[src/design/uf2c_pkg.sv]
// Shared types and constants for the UF2 block checker.
// No dependencies; every other design file uses this package by scoped name.
package uf2c_pkg;

	localparam int INDEX_WIDTH = 16;

	localparam int ADDR_W = 5;

	typedef logic [INDEX_WIDTH-1:0] index_t;

	typedef enum logic [3:0] {
		ST_OK             = 4'd0,
		ST_VALID          = 4'd1,
		ST_EMPTY          = 4'd2,
		ST_BAD_MAGIC      = 4'd3,
		ST_PAYLOAD_BIG    = 4'd4,
		ST_COUNT_MISMATCH = 4'd5,
		ST_CHAIN_BROKEN   = 4'd6,
		ST_FAMILY_CHANGED = 4'd7,
		ST_WRONG_FAMILY   = 4'd8
	} status_t;

	typedef enum logic [2:0] {
		REG_TOTAL_BLOCKS  = 3'd0,
		REG_MAX_PAYLOAD   = 3'd1,
		REG_MAGIC_FIRST   = 3'd2,
		REG_MAGIC_SECOND  = 3'd3,
		REG_MAGIC_FINAL   = 3'd4,
		REG_FAMILY_MASK   = 3'd5,
		REG_REQ_FAMILY    = 3'd6,
		REG_NONE          = 3'd7
	} reg_idx_t;

	localparam logic [15:0] RST_TOTAL_BLOCKS = 16'd0;
	localparam logic [8:0]  RST_MAX_PAYLOAD  = 9'd476;
	localparam logic [31:0] RST_MAGIC_FIRST  = 32'h0A32_4655;
	localparam logic [31:0] RST_MAGIC_SECOND = 32'h9E5D_5157;
	localparam logic [31:0] RST_MAGIC_FINAL  = 32'h0AB1_6F30;
	localparam logic [31:0] RST_FAMILY_MASK  = 32'h0000_2000;
	localparam logic [31:0] RST_REQ_FAMILY   = 32'hE48B_FF56;

	// classified block header, front to back
	typedef struct packed {
		logic        magic_ok;
		logic        size_ok;
		logic        count_ok;
		logic [31:0] family;
		logic [31:0] block_number;
		logic [31:0] target_address;
		logic [31:0] payload_size;
	} cls_t;

	// configuration the back end needs
	typedef struct packed {
		logic [15:0] total_blocks;
		logic [31:0] required_family;
	} back_cfg_t;

	typedef struct packed {
		status_t     status;
		logic [15:0] block_index;
		logic [31:0] image_family;
		logic [31:0] first_address;
		logic [31:0] end_address;
		logic [31:0] payload_total;
	} result_t;

endpackage

[src/design/uf2c_front.sv]
// Front end: configuration registers on the APB-style port and the
// stateless checks of each header. Depends on uf2c_pkg.
module uf2c_front (
	input  logic                       clk,
	input  logic                       arst_n,
	input  logic                       psel,
	input  logic                       penable,
	input  logic                       pwrite,
	input  logic [uf2c_pkg::ADDR_W-1:0] paddr,
	input  logic [31:0]                pwdata,
	output logic [31:0]                prdata,
	input  logic [31:0]                start_word_a,
	input  logic [31:0]                start_word_b,
	input  logic [31:0]                block_flags,
	input  logic [31:0]                target_address,
	input  logic [31:0]                payload_size,
	input  logic [31:0]                block_number,
	input  logic [31:0]                block_total,
	input  logic [31:0]                family_or_size,
	input  logic [31:0]                end_word,
	output uf2c_pkg::cls_t             cls,
	output uf2c_pkg::back_cfg_t        back_cfg
);

	logic [15:0] total_blocks_q;
	logic [8:0]  max_payload_q;
	logic [31:0] magic_first_q;
	logic [31:0] magic_second_q;
	logic [31:0] magic_final_q;
	logic [31:0] family_mask_q;
	logic [31:0] req_family_q;

	uf2c_pkg::reg_idx_t reg_sel;
	logic               wr_req;

	assign reg_sel = uf2c_pkg::reg_idx_t'(paddr[uf2c_pkg::ADDR_W-1:2]);
	assign wr_req  = psel && penable && pwrite;

	always_ff @(posedge clk or negedge arst_n) begin
		if (!arst_n) begin
			total_blocks_q <= uf2c_pkg::RST_TOTAL_BLOCKS;
			max_payload_q  <= uf2c_pkg::RST_MAX_PAYLOAD;
			magic_first_q  <= uf2c_pkg::RST_MAGIC_FIRST;
			magic_second_q <= uf2c_pkg::RST_MAGIC_SECOND;
			magic_final_q  <= uf2c_pkg::RST_MAGIC_FINAL;
			family_mask_q  <= uf2c_pkg::RST_FAMILY_MASK;
			req_family_q   <= uf2c_pkg::RST_REQ_FAMILY;
		end else if (wr_req) begin
			unique case (reg_sel)
				uf2c_pkg::REG_TOTAL_BLOCKS: total_blocks_q <= pwdata[15:0];
				uf2c_pkg::REG_MAX_PAYLOAD:  max_payload_q  <= pwdata[8:0];
				uf2c_pkg::REG_MAGIC_FIRST:  magic_first_q  <= pwdata;
				uf2c_pkg::REG_MAGIC_SECOND: magic_second_q <= pwdata;
				uf2c_pkg::REG_MAGIC_FINAL:  magic_final_q  <= pwdata;
				uf2c_pkg::REG_FAMILY_MASK:  family_mask_q  <= pwdata;
				uf2c_pkg::REG_REQ_FAMILY:   req_family_q   <= pwdata;
				default: ;
			endcase
		end
	end

	always_comb begin
		unique case (reg_sel)
			uf2c_pkg::REG_TOTAL_BLOCKS: prdata = {16'd0, total_blocks_q};
			uf2c_pkg::REG_MAX_PAYLOAD:  prdata = {23'd0, max_payload_q};
			uf2c_pkg::REG_MAGIC_FIRST:  prdata = magic_first_q;
			uf2c_pkg::REG_MAGIC_SECOND: prdata = magic_second_q;
			uf2c_pkg::REG_MAGIC_FINAL:  prdata = magic_final_q;
			uf2c_pkg::REG_FAMILY_MASK:  prdata = family_mask_q;
			uf2c_pkg::REG_REQ_FAMILY:   prdata = req_family_q;
			default:                    prdata = 32'd0;
		endcase
	end

	always_comb begin
		cls.magic_ok       = (start_word_a == magic_first_q) &&
		                     (start_word_b == magic_second_q) &&
		                     (end_word == magic_final_q);
		cls.size_ok        = payload_size <= {23'd0, max_payload_q};
		cls.count_ok       = block_total == {16'd0, total_blocks_q};
		// any flag bit that is also set in the family mask marks the last word as a family id
		cls.family         = ((block_flags & family_mask_q) != 32'd0) ? family_or_size : 32'd0;
		cls.block_number   = block_number;
		cls.target_address = target_address;
		cls.payload_size   = payload_size;
	end

	assign back_cfg.total_blocks    = total_blocks_q;
	assign back_cfg.required_family = req_family_q;

endmodule

[src/design/uf2c_queue.sv]
// Two-entry queue of classified headers between front and back end.
// Depends on uf2c_pkg.
module uf2c_queue (
	input  logic           clk,
	input  logic           arst_n,
	input  logic           wr_en,
	input  uf2c_pkg::cls_t wr_data,
	output logic           full,
	input  logic           rd_en,
	output uf2c_pkg::cls_t rd_data,
	output logic           empty
);

	uf2c_pkg::cls_t mem_q [2];
	logic           wr_ptr_q;
	logic           rd_ptr_q;
	logic [1:0]     count_q;

	assign full    = count_q == 2'd2;
	assign empty   = count_q == 2'd0;
	assign rd_data = mem_q[rd_ptr_q];

	always_ff @(posedge clk) begin
		if (wr_en) begin
			mem_q[wr_ptr_q] <= wr_data;
		end
	end

	always_ff @(posedge clk or negedge arst_n) begin
		if (!arst_n) begin
			wr_ptr_q <= 1'b0;
			rd_ptr_q <= 1'b0;
			count_q  <= 2'd0;
		end else begin
			if (wr_en) begin
				wr_ptr_q <= ~wr_ptr_q;
			end
			if (rd_en) begin
				rd_ptr_q <= ~rd_ptr_q;
			end
			if (wr_en && !rd_en) begin
				count_q <= count_q + 2'd1;
			end else if (rd_en && !wr_en) begin
				count_q <= count_q - 2'd1;
			end
		end
	end

endmodule

[src/design/uf2c_back.sv]
// Back end: running image state, chain and family checks, sticky error and
// a two-entry result buffer. Depends on uf2c_pkg.
module uf2c_back (
	input  logic                clk,
	input  logic                arst_n,
	input  uf2c_pkg::back_cfg_t back_cfg,
	input  uf2c_pkg::cls_t      cls,
	input  logic                cls_empty,
	output logic                cls_take,
	output uf2c_pkg::result_t   res,
	output logic                res_empty,
	input  logic                res_pop
);

	uf2c_pkg::index_t  next_index_q;
	logic [31:0]       family_seen_q;
	logic [31:0]       start_address_q;
	logic [31:0]       stop_address_q;
	logic [31:0]       payload_sum_q;
	uf2c_pkg::status_t error_q;
	logic              finished_q;

	uf2c_pkg::result_t out_mem_q [2];
	logic              out_wr_q;
	logic              out_rd_q;
	logic [1:0]        out_cnt_q;

	uf2c_pkg::index_t  nxt_index;
	logic [31:0]       nxt_family;
	logic [31:0]       nxt_start;
	logic [31:0]       nxt_stop;
	logic [31:0]       nxt_sum;
	uf2c_pkg::status_t nxt_error;
	logic              nxt_finished;
	uf2c_pkg::status_t st;
	logic [31:0]       idx_ext;
	logic              is_last;
	logic              out_pop;
	uf2c_pkg::result_t new_res;

	assign out_pop   = res_pop && (out_cnt_q != 2'd0);
	assign cls_take  = !cls_empty && ((out_cnt_q != 2'd2) || out_pop);
	assign res_empty = out_cnt_q == 2'd0;
	assign res       = out_mem_q[out_rd_q];

	assign idx_ext = 32'(next_index_q);
	// 33-bit compare, so a narrow index that wraps never looks like the last block
	assign is_last = ({1'b0, idx_ext} + 33'd1) == {17'd0, back_cfg.total_blocks};

	always_comb begin
		nxt_index    = next_index_q;
		nxt_family   = family_seen_q;
		nxt_start    = start_address_q;
		nxt_stop     = stop_address_q;
		nxt_sum      = payload_sum_q;
		nxt_error    = error_q;
		nxt_finished = finished_q;
		st           = uf2c_pkg::ST_OK;
		priority if (error_q != uf2c_pkg::ST_OK) begin
			st = error_q;
		end else if (finished_q) begin
			st = uf2c_pkg::ST_VALID;
		end else if (back_cfg.total_blocks == 16'd0) begin
			nxt_error = uf2c_pkg::ST_EMPTY;
			st        = uf2c_pkg::ST_EMPTY;
		end else if (!cls.magic_ok) begin
			nxt_error = uf2c_pkg::ST_BAD_MAGIC;
			st        = uf2c_pkg::ST_BAD_MAGIC;
		end else if (!cls.size_ok) begin
			nxt_error = uf2c_pkg::ST_PAYLOAD_BIG;
			st        = uf2c_pkg::ST_PAYLOAD_BIG;
		end else if (!cls.count_ok) begin
			nxt_error = uf2c_pkg::ST_COUNT_MISMATCH;
			st        = uf2c_pkg::ST_COUNT_MISMATCH;
		end else if (cls.block_number != idx_ext) begin
			nxt_error = uf2c_pkg::ST_CHAIN_BROKEN;
			st        = uf2c_pkg::ST_CHAIN_BROKEN;
		end else if ((idx_ext != 32'd0) && (cls.family != family_seen_q)) begin
			nxt_error = uf2c_pkg::ST_FAMILY_CHANGED;
			st        = uf2c_pkg::ST_FAMILY_CHANGED;
		end else begin
			if (idx_ext == 32'd0) begin
				nxt_family = cls.family;
				nxt_start  = cls.target_address;
			end
			nxt_stop  = cls.target_address + cls.payload_size;
			nxt_sum   = payload_sum_q + cls.payload_size;
			nxt_index = next_index_q + uf2c_pkg::index_t'(1);
			if (is_last) begin
				nxt_finished = 1'b1;
				if (nxt_family != back_cfg.required_family) begin
					nxt_error = uf2c_pkg::ST_WRONG_FAMILY;
					st        = uf2c_pkg::ST_WRONG_FAMILY;
				end else begin
					st = uf2c_pkg::ST_VALID;
				end
			end
		end
		new_res.status        = st;
		new_res.block_index   = idx_ext[15:0];
		new_res.image_family  = nxt_family;
		new_res.first_address = nxt_start;
		new_res.end_address   = nxt_stop;
		new_res.payload_total = nxt_sum;
	end

	always_ff @(posedge clk or negedge arst_n) begin
		if (!arst_n) begin
			next_index_q    <= '0;
			family_seen_q   <= 32'd0;
			start_address_q <= 32'd0;
			stop_address_q  <= 32'd0;
			payload_sum_q   <= 32'd0;
			error_q         <= uf2c_pkg::ST_OK;
			finished_q      <= 1'b0;
		end else if (cls_take) begin
			next_index_q    <= nxt_index;
			family_seen_q   <= nxt_family;
			start_address_q <= nxt_start;
			stop_address_q  <= nxt_stop;
			payload_sum_q   <= nxt_sum;
			error_q         <= nxt_error;
			finished_q      <= nxt_finished;
		end
	end

	always_ff @(posedge clk) begin
		if (cls_take) begin
			out_mem_q[out_wr_q] <= new_res;
		end
	end

	always_ff @(posedge clk or negedge arst_n) begin
		if (!arst_n) begin
			out_wr_q  <= 1'b0;
			out_rd_q  <= 1'b0;
			out_cnt_q <= 2'd0;
		end else begin
			if (cls_take) begin
				out_wr_q <= ~out_wr_q;
			end
			if (out_pop) begin
				out_rd_q <= ~out_rd_q;
			end
			if (cls_take && !out_pop) begin
				out_cnt_q <= out_cnt_q + 2'd1;
			end else if (out_pop && !cls_take) begin
				out_cnt_q <= out_cnt_q - 2'd1;
			end
		end
	end

endmodule

[src/design/uf2_image_block_checker_top.sv]
// Top level of the UF2 block checker: front end, header queue, back end.
// Depends on uf2c_pkg, uf2c_front, uf2c_queue and uf2c_back.
//
//   channel   handshake          payload
//   header    push / full        nine 32-bit header words
//   result    pop / empty        status, block_index, family, addresses, sum
//   config    psel/penable/...   seven registers at 4*i, pready tied high
//
// One header per cycle sustained while results are popped. A pushed header
// is registered in the two-entry queue, then its result in the result
// buffer; the back end's state update sets the rate. Results wait in a
// two-entry buffer; when that and the queue are full, full rises.
// Reset clears all control state and loads the register reset values.
module uf2_image_block_checker_top (
	input  logic                        clk,
	input  logic                        arst_n,
	input  logic                        psel,
	input  logic                        penable,
	input  logic                        pwrite,
	input  logic [uf2c_pkg::ADDR_W-1:0] paddr,
	input  logic [31:0]                 pwdata,
	output logic [31:0]                 prdata,
	output logic                        pready,
	input  logic                        push,
	output logic                        full,
	input  logic [31:0]                 start_word_a,
	input  logic [31:0]                 start_word_b,
	input  logic [31:0]                 block_flags,
	input  logic [31:0]                 target_address,
	input  logic [31:0]                 payload_size,
	input  logic [31:0]                 block_number,
	input  logic [31:0]                 block_total,
	input  logic [31:0]                 family_or_size,
	input  logic [31:0]                 end_word,
	output logic                        empty,
	input  logic                        pop,
	output logic [3:0]                  status,
	output logic [15:0]                 block_index,
	output logic [31:0]                 image_family,
	output logic [31:0]                 first_address,
	output logic [31:0]                 end_address,
	output logic [31:0]                 payload_total
);

	uf2c_pkg::cls_t      cls_in;
	uf2c_pkg::cls_t      cls_out;
	uf2c_pkg::back_cfg_t back_cfg;
	uf2c_pkg::result_t   res;
	logic                q_empty;
	logic                q_take;
	logic                q_full;

	assign pready = 1'b1;
	assign full   = q_full;

	uf2c_front u_front (
		.clk            (clk),
		.arst_n         (arst_n),
		.psel           (psel),
		.penable        (penable),
		.pwrite         (pwrite),
		.paddr          (paddr),
		.pwdata         (pwdata),
		.prdata         (prdata),
		.start_word_a   (start_word_a),
		.start_word_b   (start_word_b),
		.block_flags    (block_flags),
		.target_address (target_address),
		.payload_size   (payload_size),
		.block_number   (block_number),
		.block_total    (block_total),
		.family_or_size (family_or_size),
		.end_word       (end_word),
		.cls            (cls_in),
		.back_cfg       (back_cfg)
	);

	uf2c_queue u_queue (
		.clk     (clk),
		.arst_n  (arst_n),
		.wr_en   (push && !q_full),
		.wr_data (cls_in),
		.full    (q_full),
		.rd_en   (q_take),
		.rd_data (cls_out),
		.empty   (q_empty)
	);

	uf2c_back u_back (
		.clk       (clk),
		.arst_n    (arst_n),
		.back_cfg  (back_cfg),
		.cls       (cls_out),
		.cls_empty (q_empty),
		.cls_take  (q_take),
		.res       (res),
		.res_empty (empty),
		.res_pop   (pop)
	);

	assign status        = 4'(res.status);
	assign block_index   = res.block_index;
	assign image_family  = res.image_family;
	assign first_address = res.first_address;
	assign end_address   = res.end_address;
	assign payload_total = res.payload_total;

endmodule

[config.mk]
export PLATFORM = sky130hd
export DESIGN_NAME = uf2_image_block_checker_top
export DESIGN_NICKNAME = d
export VERILOG_FILES = /design/src/design/uf2c_pkg.sv /design/src/design/uf2c_front.sv /design/src/design/uf2c_queue.sv /design/src/design/uf2c_back.sv /design/src/design/uf2_image_block_checker_top.sv
export SDC_FILE = /design/constraint.sdc
export NUM_CORES = 2
export LEC_CHECK = 0
export BUFFER_PORTS_ARGS = -buffer_cell sky130_fd_sc_hd__buf_4
export CAP_MARGIN = 20
export CORE_MARGIN = 10
export CORE_UTILIZATION = 25
export DETAILED_ROUTE_END_ITERATION = 12
export GPL_TIMING_DRIVEN = 0
export PLACE_DENSITY = 0.53
export SYNTH_ARGS = -nofsm -noshare
export SYNTH_HDL_FRONTEND = slang
export SYNTH_SLANG_ARGS = --single-unit
[constraint.sdc]
create_clock -name clk -period 9.7 [get_ports clk]
set_input_delay 1.94 -clock clk [delete_from_list [all_inputs] [get_ports clk]]
set_output_delay 1.94 -clock clk [all_outputs]
set_load 0.005 [all_outputs]
==> out/qor.yml <==
worst-setup-path-type: "register to register"
largest_register_ffs: 296
setup-tns-final_ps: 0
path_clk_slew_ps: 60
cp_cell_sequence: "buf_2, buf_4, buf_2, buf_2, buf_1, clkbuf_1, clkbuf_1, mux2_2, ha_1, o21ai_0, o21a_1, o21ai_0, nand4_1, nand4_1, a31oi_1, o41ai_1, xnor2_1, mux2_2"
drive_above_1_share_pct: 34.3
slew_headroom_pct: 27.2
nNetsFinal: 4209
htree_levels: 3
crit_fanout: 10
p_sw_share_pct: 35.1
syn_area_per_cell_um2: 13.6
yosysTopAreaCell: "edfxtp_1"
postCtsResizedCells: 0
die_area_um2: 188000
final.min_clock_period_ps: 7350
setup_viol: 0
gr-total-overflow: 0
crit_start: "u_queue.rd_ptr_q$_DFFE_PN0P_"
drv_cap: 0
io-pin-count: 515
dr.pass1.iters: 5
grt_pass1_vias: 29700
yosysWarningCount: 0
cpMostUsedCell: "buf_2"
outcome: "complete, no violations"
gp_congestion: 0.927
insertion_delay_ps: 750
vias: 28900
drt_first_iter_violations: 1995
worstMarginPinSlew_ps: 1060
cts_sinks: 900
yosys.area.top_type_share_pct: 39.1
cts_tree: "built"
synth_edf_count: 558
areaGrowthSynthToFinish_pct: 25.0
regToRegEndpoint: "u_back.out_mem_q[1][63]$_DFFE_PP_"
period_share_pct: 75.8
synth_seq_area_share_pct: 59.3
wire_per_inst_um: 26.8
arrival_ps: 7840
dp.cells: 5911
fillers: 17000
async_flop_share_pct: 38.0
rrSetupSlack_ps: 2350
ff2ff_path_depth: 18
cts_buffers: 103
fin_util_pct: 31.5
r2r_start: "u_queue.rd_ptr_q$_DFFE_PN0P_"
die_w_um: 434
internal-power_mw: 9.77
post_synth_main_area_contributors: "edfxtp_1, dfrtp_1, mux2_2"
cp_slowest_cell: "clkbuf_1"
ys.flop_type: "edfxtp_1"
p_leak_nw: 21.2
hp-start: "u_back.next_index_q[8]$_DFFE_PN0P_"
die_y_um: 434
viasPerCell: 4.74
p_comb_share_pct: 36.4
cpPeakStageDelay_ps: 790
postCtsSetupRepairBufs: 0
slew_violations: 0
antenna_found_initial: 14
postCtsHoldBufs: 0
syn_nets: 3563
port-buffer-count: 511
reg_top3: "u_back.out_mem_q x296, u_queue.mem_q x262"
drtAntennaViolNets: 0
drcViolationCount: 0
hp-class: "register to register"
hold_violations: 0
initial_core_util_pct: 25.2
hpwl_um: 130000
fmax_mhz: 136
root_buffer: "clkbuf_16"
syn_inst: 3154
ys_types: 78
worstHoldPathCells: 0
worstSetupStartpointType: "register"
seq_power_share_pct: 37.3
largest-register: "u_back.out_mem_q"
pwr-share-clk_pct: 26.3
fp-row-count: 151
cts_buffer_depth: 3
grt_max_degree: 102
yosys-top-cells-count: "edfxtp_1, mux2_2, dfrtp_1"
fin_skew_ps: 45.6
crit_required_ps: 10190
power.density_nw_per_um2: 281
syn-cell-area_um2: 42800
final_cells: 6112
yosysMostFrequentCell: "edfxtp_1"
ys_ff_latch: 900
grt.total_usage_pct: 16.9
core_area_um2: 170000
rsz0062_at_grt: "no"
grt_first_pass_wirelength_um: 228000
critPathCaptureType: "register"
hold_end: "u_back.out_mem_q[0][136]$_DFFE_PP_"
wirelength_um: 164000
p_sw_mw: 5.28
peakVddDrop_mv: 0.148
-- critical path, delay by kind of cell, from the launching register on --
| kind | cells | cell delay [ps] |
|---|---|---|
| flops | 1 | 340 |
| mux | 2 | 750 |
| xor+xnor | 1 | 170 |
| compound gates | 5 | 1970 |
| buf+inv | 7 | 3000 |
| simple gates | 2 | 460 |
| fa+ha+maj | 1 | 380 |
-- layer usage --
| metal | track usage (%) | routed length (um) | vias to the layer above |
|---|---|---|---|
| li1 | - | - | 13100 |
| met4 | 5.69 | 5700 | 12 |
| met5 | 0 | 85 | - |
| met3 | 3.50 | 8780 | 234 |
| met1 | 20.0 | 65300 | 14700 |
| met2 | 30.3 | 83800 | 875 |
-- cell type report --
cell class / instances / area [um^2] / share of cell area (%)
tap: 2218 / 2780 / 5.19
timing repair buffer: 541 / 4470 / 8.35
clock inverter: 55 / 568 / 1.06
antenna: 4 / 10.0 / 0.0187
buffer: 142 / 639 / 1.19
clock buffer: 140 / 2870 / 5.36
multi-input combinational: 2037 / 16500 / 30.8
sequential: 900 / 25400 / 47.5
inverter: 75 / 282 / 0.526
-- kinds of logic after synthesis --
family	count (synthesis)	share of synthesized area (%)
XOR/XNOR	272	5.57
flip-flops	900	59.3
AO/OA/AOI/OAI	451	6.95
adder cells (fa/ha/maj)	77	2.29
buffers and inverters	217	2.15
AND/OR/NAND/NOR	589	6.76
other	1	0.00876
multiplexers	647	16.9
-- metrics by stage --
step,worst slack (ps),total power [mW],area [um^2],hold WS (ps)
3_5_place_dp,2040,11.3,50100,466
6_report,2350,15.1,53500,477
4_1_cts,1990,15.3,53500,467
5_1_grt,1730,15.9,53500,487
3_3_place_gp,-5470,11.0,49400,448
2_1_floorplan,500,8.75,42800,440
-- how the worst max path moves through the flow --
stage,endpoint,depth (start not counted),slack (ps)
floorplan,u_back.out_mem_q[0][0]$_DFFE_PP_,5,500
global placement,u_back.out_mem_q[1][88]$_DFFE_PP_,6,-5470
detailed placement,u_back.out_mem_q[0][62]$_DFFE_PP_,18,2040
CTS,u_back.out_mem_q[0][62]$_DFFE_PP_,18,1990
global route,u_back.out_mem_q[0][62]$_DFFE_PP_,18,1730
finish,u_back.out_mem_q[1][63]$_DFFE_PP_,18,2350
-- layout by cell type (no fill, tap or decap), drive strengths merged, types with 75 or more instances in the layout --
cell / instances
clkbuf: 240
nand2: 190
o21ai: 117
edfxtp: 558
mux2: 542
mux2i: 100
inv: 79
dfrtp: 271
nor2: 120
xor2: 88
a21oi: 98
ha: 75
xnor2: 184
buf: 583
-- power by group through the flow --
stage / logic, mW / clock network (mW) / registers (mW)
2_1_floorplan: 3.04 / 0 / 5.71
3_3_place_gp: 5.09 / 0 / 5.87
3_5_place_dp: 5.62 / 0 / 5.69
4_1_cts: 5.65 / 4.07 / 5.62
5_1_grt: 5.96 / 4.20 / 5.69
6_report: 5.48 / 3.96 / 5.62
Note: power is estimated with default switching activity, not from simulation.
